[src/sv/tpq_pkg.sv]
`timescale 1ns / 1ps
`default_nettype none
package tpq_pkg;

   // defaults for the top-level parameters
   localparam int DEPTH_DEF    = 64;
   localparam int KEY_BITS_DEF = 8;

   // fixed field widths of the ports
   localparam int KEY_PORT_BITS  = 8;
   localparam int THR_BITS       = 8;
   localparam int STATUS_BITS    = 2;
   localparam int POSITION_BITS  = 6;
   localparam int REMOVED_BITS   = 8;
   localparam int OCCUPANCY_BITS = 7;

   localparam logic [THR_BITS-1:0] THRESHOLD_RESET = 8'd60;

   typedef enum logic {
      KIND_INSERT = 1'b0,
      KIND_REMOVE = 1'b1
   } kind_type;

   typedef enum logic [STATUS_BITS-1:0] {
      STATUS_DONE  = 2'd0,
      STATUS_FULL  = 2'd1,
      STATUS_EMPTY = 2'd2
   } status_type;

   // broadcast control from the sequencer to every cell
   typedef struct packed {
      logic cmp_en;   // compare slot against key, capture hit
      logic prio;     // key is at or above the threshold
      logic ins;      // apply an accepted insert
      logic rem;      // apply an accepted remove
   } cell_ctrl_type;

endpackage
`default_nettype wire

[src/sv/tpq_cell.sv]
`timescale 1ns / 1ps
`default_nettype none
module tpq_cell #(
   parameter int KEY_BITS = 8,
   parameter int CNT_W    = 7,
   parameter int IDX      = 0
) (
   input  wire                       clock,
   input  tpq_pkg::cell_ctrl_type    ctrl,
   input  wire [KEY_BITS-1:0]        key,
   input  wire [CNT_W-1:0]           count_q,
   input  wire [KEY_BITS-1:0]        prev_key,
   input  wire [KEY_BITS-1:0]        next_key,
   input  wire                       pass_in,
   output logic                      pass_out,
   output logic                      first,
   output logic [KEY_BITS-1:0]       slot
);
   import tpq_pkg::*;

   localparam logic [CNT_W-1:0] MY_IDX = CNT_W'(IDX);

   logic [KEY_BITS-1:0] slot_ff, slot_in;
   logic                hit_ff, hit_in;
   logic                occupied;
   logic                at_tail;

   assign occupied = MY_IDX < count_q;
   assign at_tail  = count_q == MY_IDX;

   // capture whether this slot stops a priority placement
   assign hit_in = ctrl.cmp_en ? (occupied && ctrl.prio && (slot_ff <= key)) : hit_ff;

   // an earlier hit means this cell shifts back; the first hit takes the key
   assign pass_out = pass_in | hit_ff;
   assign first    = hit_ff & ~pass_in;
   assign slot     = slot_ff;

   // shift back, load key, or advance toward the head
   always_comb begin
      slot_in = slot_ff;
      if (ctrl.ins) begin
         if (pass_in && (occupied || at_tail)) begin
            slot_in = prev_key;
         end else if (!pass_in && (hit_ff || at_tail)) begin
            slot_in = key;
         end
      end else if (ctrl.rem) begin
         slot_in = next_key;
      end
   end

   always_ff @(posedge clock) begin
      slot_ff <= slot_in;
      hit_ff  <= hit_in;
   end

endmodule
`default_nettype wire

[src/sv/threshold_priority_queue_top.sv]
`timescale 1ns / 1ps
`default_nettype none
// The result strobe rsp_valid is registered: an accepted request passes s1_ff and s2_ff before rsp_valid_ff.
// Busy holds while every cell compares its key (s1); the shift and the result register follow in
//   the apply phase (s2), during which the next operation can already be accepted.
// The receiver cannot stall: each result is shown for exactly one cycle.
// Reset empties the queue and loads the threshold with 60; slot contents are not cleared
//   and no clearing pass runs, so an operation can start right after reset.
module threshold_priority_queue_top #(
   parameter int DEPTH    = tpq_pkg::DEPTH_DEF,
   parameter int KEY_BITS = tpq_pkg::KEY_BITS_DEF
) (
   input  wire                                  clock,
   input  wire                                  reset,
   input  wire                                  start,
   output logic                                 busy,
   input  wire                                  req_kind,
   input  wire [tpq_pkg::KEY_PORT_BITS-1:0]     req_key,
   output logic                                 rsp_valid,
   output logic [tpq_pkg::STATUS_BITS-1:0]      rsp_status,
   output logic [tpq_pkg::POSITION_BITS-1:0]    rsp_position,
   output logic [tpq_pkg::REMOVED_BITS-1:0]     rsp_removed_key,
   output logic [tpq_pkg::OCCUPANCY_BITS-1:0]   rsp_occupancy,
   input  wire                                  csr_valid,
   output logic                                 csr_ready,
   input  wire [tpq_pkg::THR_BITS-1:0]          csr_priority_threshold
);
   import tpq_pkg::*;

   localparam int IDX_W = $clog2(DEPTH);
   localparam int CNT_W = $clog2(DEPTH + 1);
   localparam int KW    = (KEY_BITS > KEY_PORT_BITS) ? KEY_BITS : KEY_PORT_BITS;
   localparam int PW    = (CNT_W > POSITION_BITS) ? CNT_W : POSITION_BITS;
   localparam int OW    = (CNT_W > OCCUPANCY_BITS) ? CNT_W : OCCUPANCY_BITS;
   localparam int RW    = (KEY_BITS > REMOVED_BITS) ? KEY_BITS : REMOVED_BITS;
   localparam logic [CNT_W-1:0] FULL_COUNT = CNT_W'(DEPTH);
   localparam logic [CNT_W-1:0] CNT_ONE    = CNT_W'(1);

   // control state
   logic                s1_ff, s1_in;
   logic                s2_ff, s2_in;
   logic [CNT_W-1:0]    count_ff, count_in;
   logic [THR_BITS-1:0] thr_ff, thr_in;
   logic                rsp_valid_ff, rsp_valid_in;

   // transaction payload
   kind_type            kind_ff, kind_in;
   logic [KEY_BITS-1:0] key_ff, key_in;
   logic                prio_ff, prio_in;
   status_type          status_ff, status_in;
   logic [POSITION_BITS-1:0]  position_ff, position_in;
   logic [REMOVED_BITS-1:0]   removed_ff, removed_in;
   logic [OCCUPANCY_BITS-1:0] occupancy_ff, occupancy_in;

   logic                accept;
   logic                ins_ok;
   logic                rem_ok;
   logic [KW-1:0]       req_key_wide;
   cell_ctrl_type       ctrl;

   logic [KEY_BITS-1:0] slot_bus [DEPTH];
   logic [KEY_BITS-1:0] prev_bus [DEPTH];
   logic [KEY_BITS-1:0] next_bus [DEPTH];
   logic [DEPTH:0]      pass_bus;
   logic [DEPTH-1:0]    first_vec;
   logic [IDX_W-1:0]    first_idx;
   logic [PW-1:0]       pos_wide;
   logic [OW-1:0]       occ_wide;
   logic [RW-1:0]       removed_wide;

   assign busy      = s1_ff;
   assign accept    = start && !busy;
   assign csr_ready = 1'b1;

   assign req_key_wide = KW'(req_key);

   // capture the transaction and classify the key against the threshold
   assign kind_in = accept ? kind_type'(req_kind) : kind_ff;
   assign key_in  = accept ? req_key_wide[KEY_BITS-1:0] : key_ff;
   assign prio_in = accept ? (KW'(req_key_wide[KEY_BITS-1:0]) >= KW'(thr_ff)) : prio_ff;

   assign s1_in  = accept;
   assign s2_in  = s1_ff;
   assign thr_in = csr_valid ? csr_priority_threshold : thr_ff;

   assign ins_ok = s2_ff && (kind_ff == KIND_INSERT) && (count_ff != FULL_COUNT);
   assign rem_ok = s2_ff && (kind_ff == KIND_REMOVE) && (count_ff != '0);

   always_comb begin
      ctrl        = '0;
      ctrl.cmp_en = s1_ff;
      ctrl.prio   = prio_ff;
      ctrl.ins    = ins_ok;
      ctrl.rem    = rem_ok;
   end

   // chain the cells: each sees its neighbors' slots and the running hit flag
   assign pass_bus[0] = 1'b0;
   for (genvar g = 0; g < DEPTH; g++) begin : g_cell
      if (g == 0) begin : g_head
         assign prev_bus[g] = '0;
      end else begin : g_body
         assign prev_bus[g] = slot_bus[g-1];
      end
      if (g == DEPTH - 1) begin : g_last
         assign next_bus[g] = '0;
      end else begin : g_more
         assign next_bus[g] = slot_bus[g+1];
      end

      tpq_cell #(
         .KEY_BITS (KEY_BITS),
         .CNT_W    (CNT_W),
         .IDX      (g)
      ) u_cell (
         .clock    (clock),
         .ctrl     (ctrl),
         .key      (key_ff),
         .count_q  (count_ff),
         .prev_key (prev_bus[g]),
         .next_key (next_bus[g]),
         .pass_in  (pass_bus[g]),
         .pass_out (pass_bus[g+1]),
         .first    (first_vec[g]),
         .slot     (slot_bus[g])
      );
   end

   // encode the one-hot insertion point
   always_comb begin
      first_idx = '0;
      for (int i = 0; i < DEPTH; i++) begin
         if (first_vec[i]) begin
            first_idx = first_idx | IDX_W'(i);
         end
      end
   end

   assign pos_wide     = pass_bus[DEPTH] ? PW'(first_idx) : PW'(count_ff);
   assign occ_wide     = OW'(count_in);
   assign removed_wide = RW'(slot_bus[0]);

   // update occupancy and build the result
   always_comb begin
      count_in     = count_ff;
      status_in    = status_ff;
      position_in  = position_ff;
      removed_in   = removed_ff;
      rsp_valid_in = s2_ff;
      if (ins_ok) begin
         count_in = count_ff + CNT_ONE;
      end else if (rem_ok) begin
         count_in = count_ff - CNT_ONE;
      end
      if (s2_ff) begin
         position_in = '0;
         removed_in  = '0;
         if (kind_ff == KIND_INSERT) begin
            status_in = ins_ok ? STATUS_DONE : STATUS_FULL;
            if (ins_ok) begin
               position_in = pos_wide[POSITION_BITS-1:0];
            end
         end else begin
            status_in = rem_ok ? STATUS_DONE : STATUS_EMPTY;
            if (rem_ok) begin
               removed_in = removed_wide[REMOVED_BITS-1:0];
            end
         end
      end
   end

   assign occupancy_in = s2_ff ? occ_wide[OCCUPANCY_BITS-1:0] : occupancy_ff;

   always_ff @(posedge clock) begin
      if (reset) begin
         s1_ff        <= 1'b0;
         s2_ff        <= 1'b0;
         count_ff     <= '0;
         thr_ff       <= THRESHOLD_RESET;
         rsp_valid_ff <= 1'b0;
      end else begin
         s1_ff        <= s1_in;
         s2_ff        <= s2_in;
         count_ff     <= count_in;
         thr_ff       <= thr_in;
         rsp_valid_ff <= rsp_valid_in;
      end
   end

   always_ff @(posedge clock) begin
      kind_ff      <= kind_in;
      key_ff       <= key_in;
      prio_ff      <= prio_in;
      status_ff    <= status_in;
      position_ff  <= position_in;
      removed_ff   <= removed_in;
      occupancy_ff <= occupancy_in;
   end

   assign rsp_valid       = rsp_valid_ff;
   assign rsp_status      = status_ff;
   assign rsp_position    = position_ff;
   assign rsp_removed_key = removed_ff;
   assign rsp_occupancy   = occupancy_ff;

   // check the sequencer and the cell chain
   a_no_overlap: assert property (@(posedge clock) disable iff (reset)
      !(s1_ff && s2_ff))
      else $error("compare and apply phases overlap");

   a_count_bound: assert property (@(posedge clock) disable iff (reset)
      count_ff <= FULL_COUNT)
      else $error("occupancy exceeds depth");

   a_one_point: assert property (@(posedge clock) disable iff (reset)
      s2_ff |-> $onehot0(first_vec))
      else $error("more than one insertion point");

   a_rsp_follows: assert property (@(posedge clock) disable iff (reset)
      rsp_valid_ff |-> $past(s2_ff))
      else $error("result without an applied transaction");

   a_insert_grows: assert property (@(posedge clock) disable iff (reset)
      ins_ok |=> count_ff == $past(count_ff) + CNT_ONE)
      else $error("insert did not grow the queue");

endmodule
`default_nettype wire

[config.mk]
export PLATFORM = sky130hd
export DESIGN_NAME = threshold_priority_queue_top
export DESIGN_NICKNAME = d
export VERILOG_FILES = /design/src/sv/tpq_pkg.sv /design/src/sv/tpq_cell.sv /design/src/sv/threshold_priority_queue_top.sv
export SDC_FILE = /design/constraint.sdc
export NUM_CORES = 2
export LEC_CHECK = 0
export ABC_AREA = 1
export BUFFER_PORTS_ARGS = -buffer_cell sky130_fd_sc_hd__buf_2
export CORE_MARGIN = 2
export CORE_UTILIZATION = 25
export DETAILED_ROUTE_END_ITERATION = 10
export GPL_ROUTABILITY_DRIVEN = 0
export PLACE_DENSITY = 0.5
export SYNTH_ARGS = -nofsm -noshare
export SYNTH_HDL_FRONTEND = slang
export SYNTH_SLANG_ARGS = --single-unit
[constraint.sdc]
create_clock -name clock -period 4.2 [get_ports clock]
set_input_delay 0.84 -clock clock [delete_from_list [all_inputs] [get_ports clock]]
set_output_delay 0.84 -clock clock [all_outputs]
set_load 0.05 [all_outputs]
==> flow_summary.ini <==
[routing]
met2_length_um = 75500
drt-total-wl_um = 161000
wl_met3_um = 8710
vias = 40500
ant_nets = 0
drt-initial-drc-count = 3554
via_per_inst = 5.06
highest_layer = met4
first_pass_iters = 6
met1_length_um = 73300
drc_errors = 0
wl_per_cell_um = 20.1

[final_layout]
fin_area_sq_mm = 0.0526
area_growth_pct = 17.4
drive_above_1_share_pct = 11.1
antenna-diode-count = 0
final_nets = 6141

[synth]
ys_ff_latch = 627
avgSynthCellArea_sq_um = 8.26
yosysWarnings = 0
synth_most_common_cell = o21ai_0
synth_top_area_share_pct = 40.8
synth_commonest_cells = 1007 x o21ai_0, 950 x nand2_1, 656 x nor2_1
synth_cells = 5424
syn_nets = 5970
synth_area_leaders = edfxtp_1 41%, ha_1 15%, o21ai_0 11%
synth.distinct_cells = 52
yosysTopAreaCell = edfxtp_1
synth_ff_type = edfxtp_1
synth_edf_count = 609
synthesis.area_sq_mm = 0.0448
async_reset_ff_share_pct = 0
yosysSeqAreaShare_pct = 41.6

[floorplanning]
die_y_um = 427
core-area_sq_mm = 0.178
die_area_sq_mm = 0.183
start_util_pct = 25.1
ioPinCount = 47
rows = 155
die-width_um = 427

[setup_path]
required_ns = 4.64
crit_arrival_ns = 4.82
critPathSlowestCell = edfxtp_1
crit_type = flip-flop to flip-flop
slowest_delay_ns = 0.42
path_max_fanout = 7
cpMostUsedCell = nor2_4
cp-start-kind = flip-flop
worstSetupEndpointType = flip-flop

[global_routing]
grt_max_degree = 154
antenna_found_initial = 0
grt-ovfl-total = 0
grt_first_pass_wirelength_um = 244000
grt.total_usage_pct = 17.2
grt_pass1_vias = 39200

[hold_path]
min_path_type = primary input to flip-flop

[place]
pre_cts_ws_ns = -0.312
place_area_sq_mm = 0.0493
io_buffers = 45
hpwl_um = 116000

[clock_tree]
cts_hold_buffers = 0
htree_levels = 3
cts_tree = yes
insertion_delay_ns = 0.69
clkTransAtPathRegs_ns = 0.06
clock-sinks = 627
root_buffer = clkbuf_16
cts_buffer_depth = 3
cts_buffers = 79

[timing]
hold_viol_final = 0
fin_crit_sh_pct = 104
slew_headroom_pct = 22.7
tightest_slew_ns = 1.16
fin_ws_ns = -0.183
setup_viol = 150
rsz0062_at_grt = true
slew_violations = 0
fmax_ghz = 0.228
period_needed_ns = 4.38
skew_ns = 0.0278

[power_and_ir_drop]
ir_drop_v = 0.000239
p_per_area_mw_per_mm2 = 301
leakage_nw = 21.5
p_total_w = 0.0158

[run_status]
violations = negative setup slack
status = finished, violations left

[job]
max_cap_viol_count = 0
worst max-delay path, delay by kind of cell, from the launching register on:
| kind | cells | cell delay [ns] |
|---|---|---|
| simple gates | 27 | 3.30 |
| flops | 1 | 0.42 |
| compound gates | 1 | 0.08 |
| buf+inv | 2 | 0.32 |
logic make-up after synthesis:
logic type	count (synthesis)	share of synthesized area (%)
buffers and inverters	697	5.93
XOR/XNOR	3	0.0587
flip-flops	627	41.6
AND/OR/NAND/NOR	1956	18.7
adder cells (fa/ha/maj)	525	14.7
AO/OA/AOI/OAI	1615	19.0
other	1	0.00837
path summary, 6_finish.rpt:
kind	cells after the start	from	endpoint	slack, ns
max	30	g_cell[1].u_cell.hit_ff	g_cell[61].u_cell.slot[0]	-0.18
min	1	req_kind	kind_ff	0.34
max reg2reg	30	g_cell[1].u_cell.hit_ff	g_cell[61].u_cell.slot[0]	-0.18
min reg2reg	2	thr_ff[2]	thr_ff[2]	0.47
metal layers:
| layer | track usage, % | vias to the layer above |
|---|---|---|
| met2 | 28.6 | 1243 |
| met3 | 1.91 | 181 |
| met5 | 0 | - |
| li1 | - | 19500 |
| met1 | 23.7 | 19600 |
| met4 | 4.50 | 0 |
power breakdown:
group	switching, W	internal [W]
Sequential	0.000138	0.00701
Combinational	0.00133	0.000589
Clock	0.00288	0.00390
metrics by stage:
step	TNS [ns]	hold WS, ns	std cells	utilization, %
floorplan	-20.64	0.433	5424	-
global route	-78.31	0.317	8005	29.5
CTS	-19.98	0.288	7987	29.2
detailed placement	-31.25	0.465	7837	27.6
global placement	-16.11	0.453	7837	27.6
finish	-14.48	0.338	8005	29.5
repair_timing:
item | CTS | global route
setup endpoints to repair | 181 | 294
buffers inserted | 11 | 16
gates cloned | 3 | 3
gates resized for setup | 58 | 174
pin swaps | 27 | 46
endpoints found under the hold margin | 0 | 0
flip-flops by register name, indices dropped and copies added, names as in the netlist:
name / flops
g_cell.u_cell.slot: 512
g_cell.u_cell.hit_ff: 64
key_ff: 8
rsp_removed_key: 8
thr_ff: 8
count_ff: 7
rsp_occupancy: 7
rsp_position: 6
rsp_status: 2
busy: 1
kind_ff: 1
prio_ff: 1
rsp_valid: 1
rsp_valid_in: 1
area by class of cell:
| class | instances | area [sq um] |
|---|---|---|
| multi-input combinational | 4103 | 24100 |
| clock buffer | 108 | 2240 |
| tap | 2355 | 2950 |
| sequential | 627 | 18700 |
| clock inverter | 28 | 229 |
| fill | 18900 | 126000 |
| inverter | 490 | 1900 |
| timing repair buffer | 294 | 2570 |
cell usage in the layout, fill, tap and decap left out, types with 11 or more instances in the layout:
cell type	Yosys	layout
a2111oi_0	21	20
a211oi_1	18	18
a21oi_1	432	423
a31oi_1	40	40
buf_12	0	28
buf_2	10	46
buf_4	1	197
buf_6	3	19
clkbuf_1	186	18
clkbuf_16	0	84
clkinv_1	32	35
clkinv_2	0	12
dfxtp_1	18	16
edfxtp_1	609	609
ha_1	525	525
inv_1	452	430
inv_2	6	14
inv_4	0	11
nand2_1	950	906
nand2_2	6	40
nand2_4	3	12
nand3_1	138	133
nand4_1	33	33
nand4_4	11	16
nor2_1	656	642
nor2_4	12	24
nor3_1	54	54
nor4_1	36	35
o21ai_0	1007	942
o21ai_1	18	60
o21ai_2	0	22
o31ai_1	34	31
or3b_2	29	29
Power figures use the tool's default switching activity.
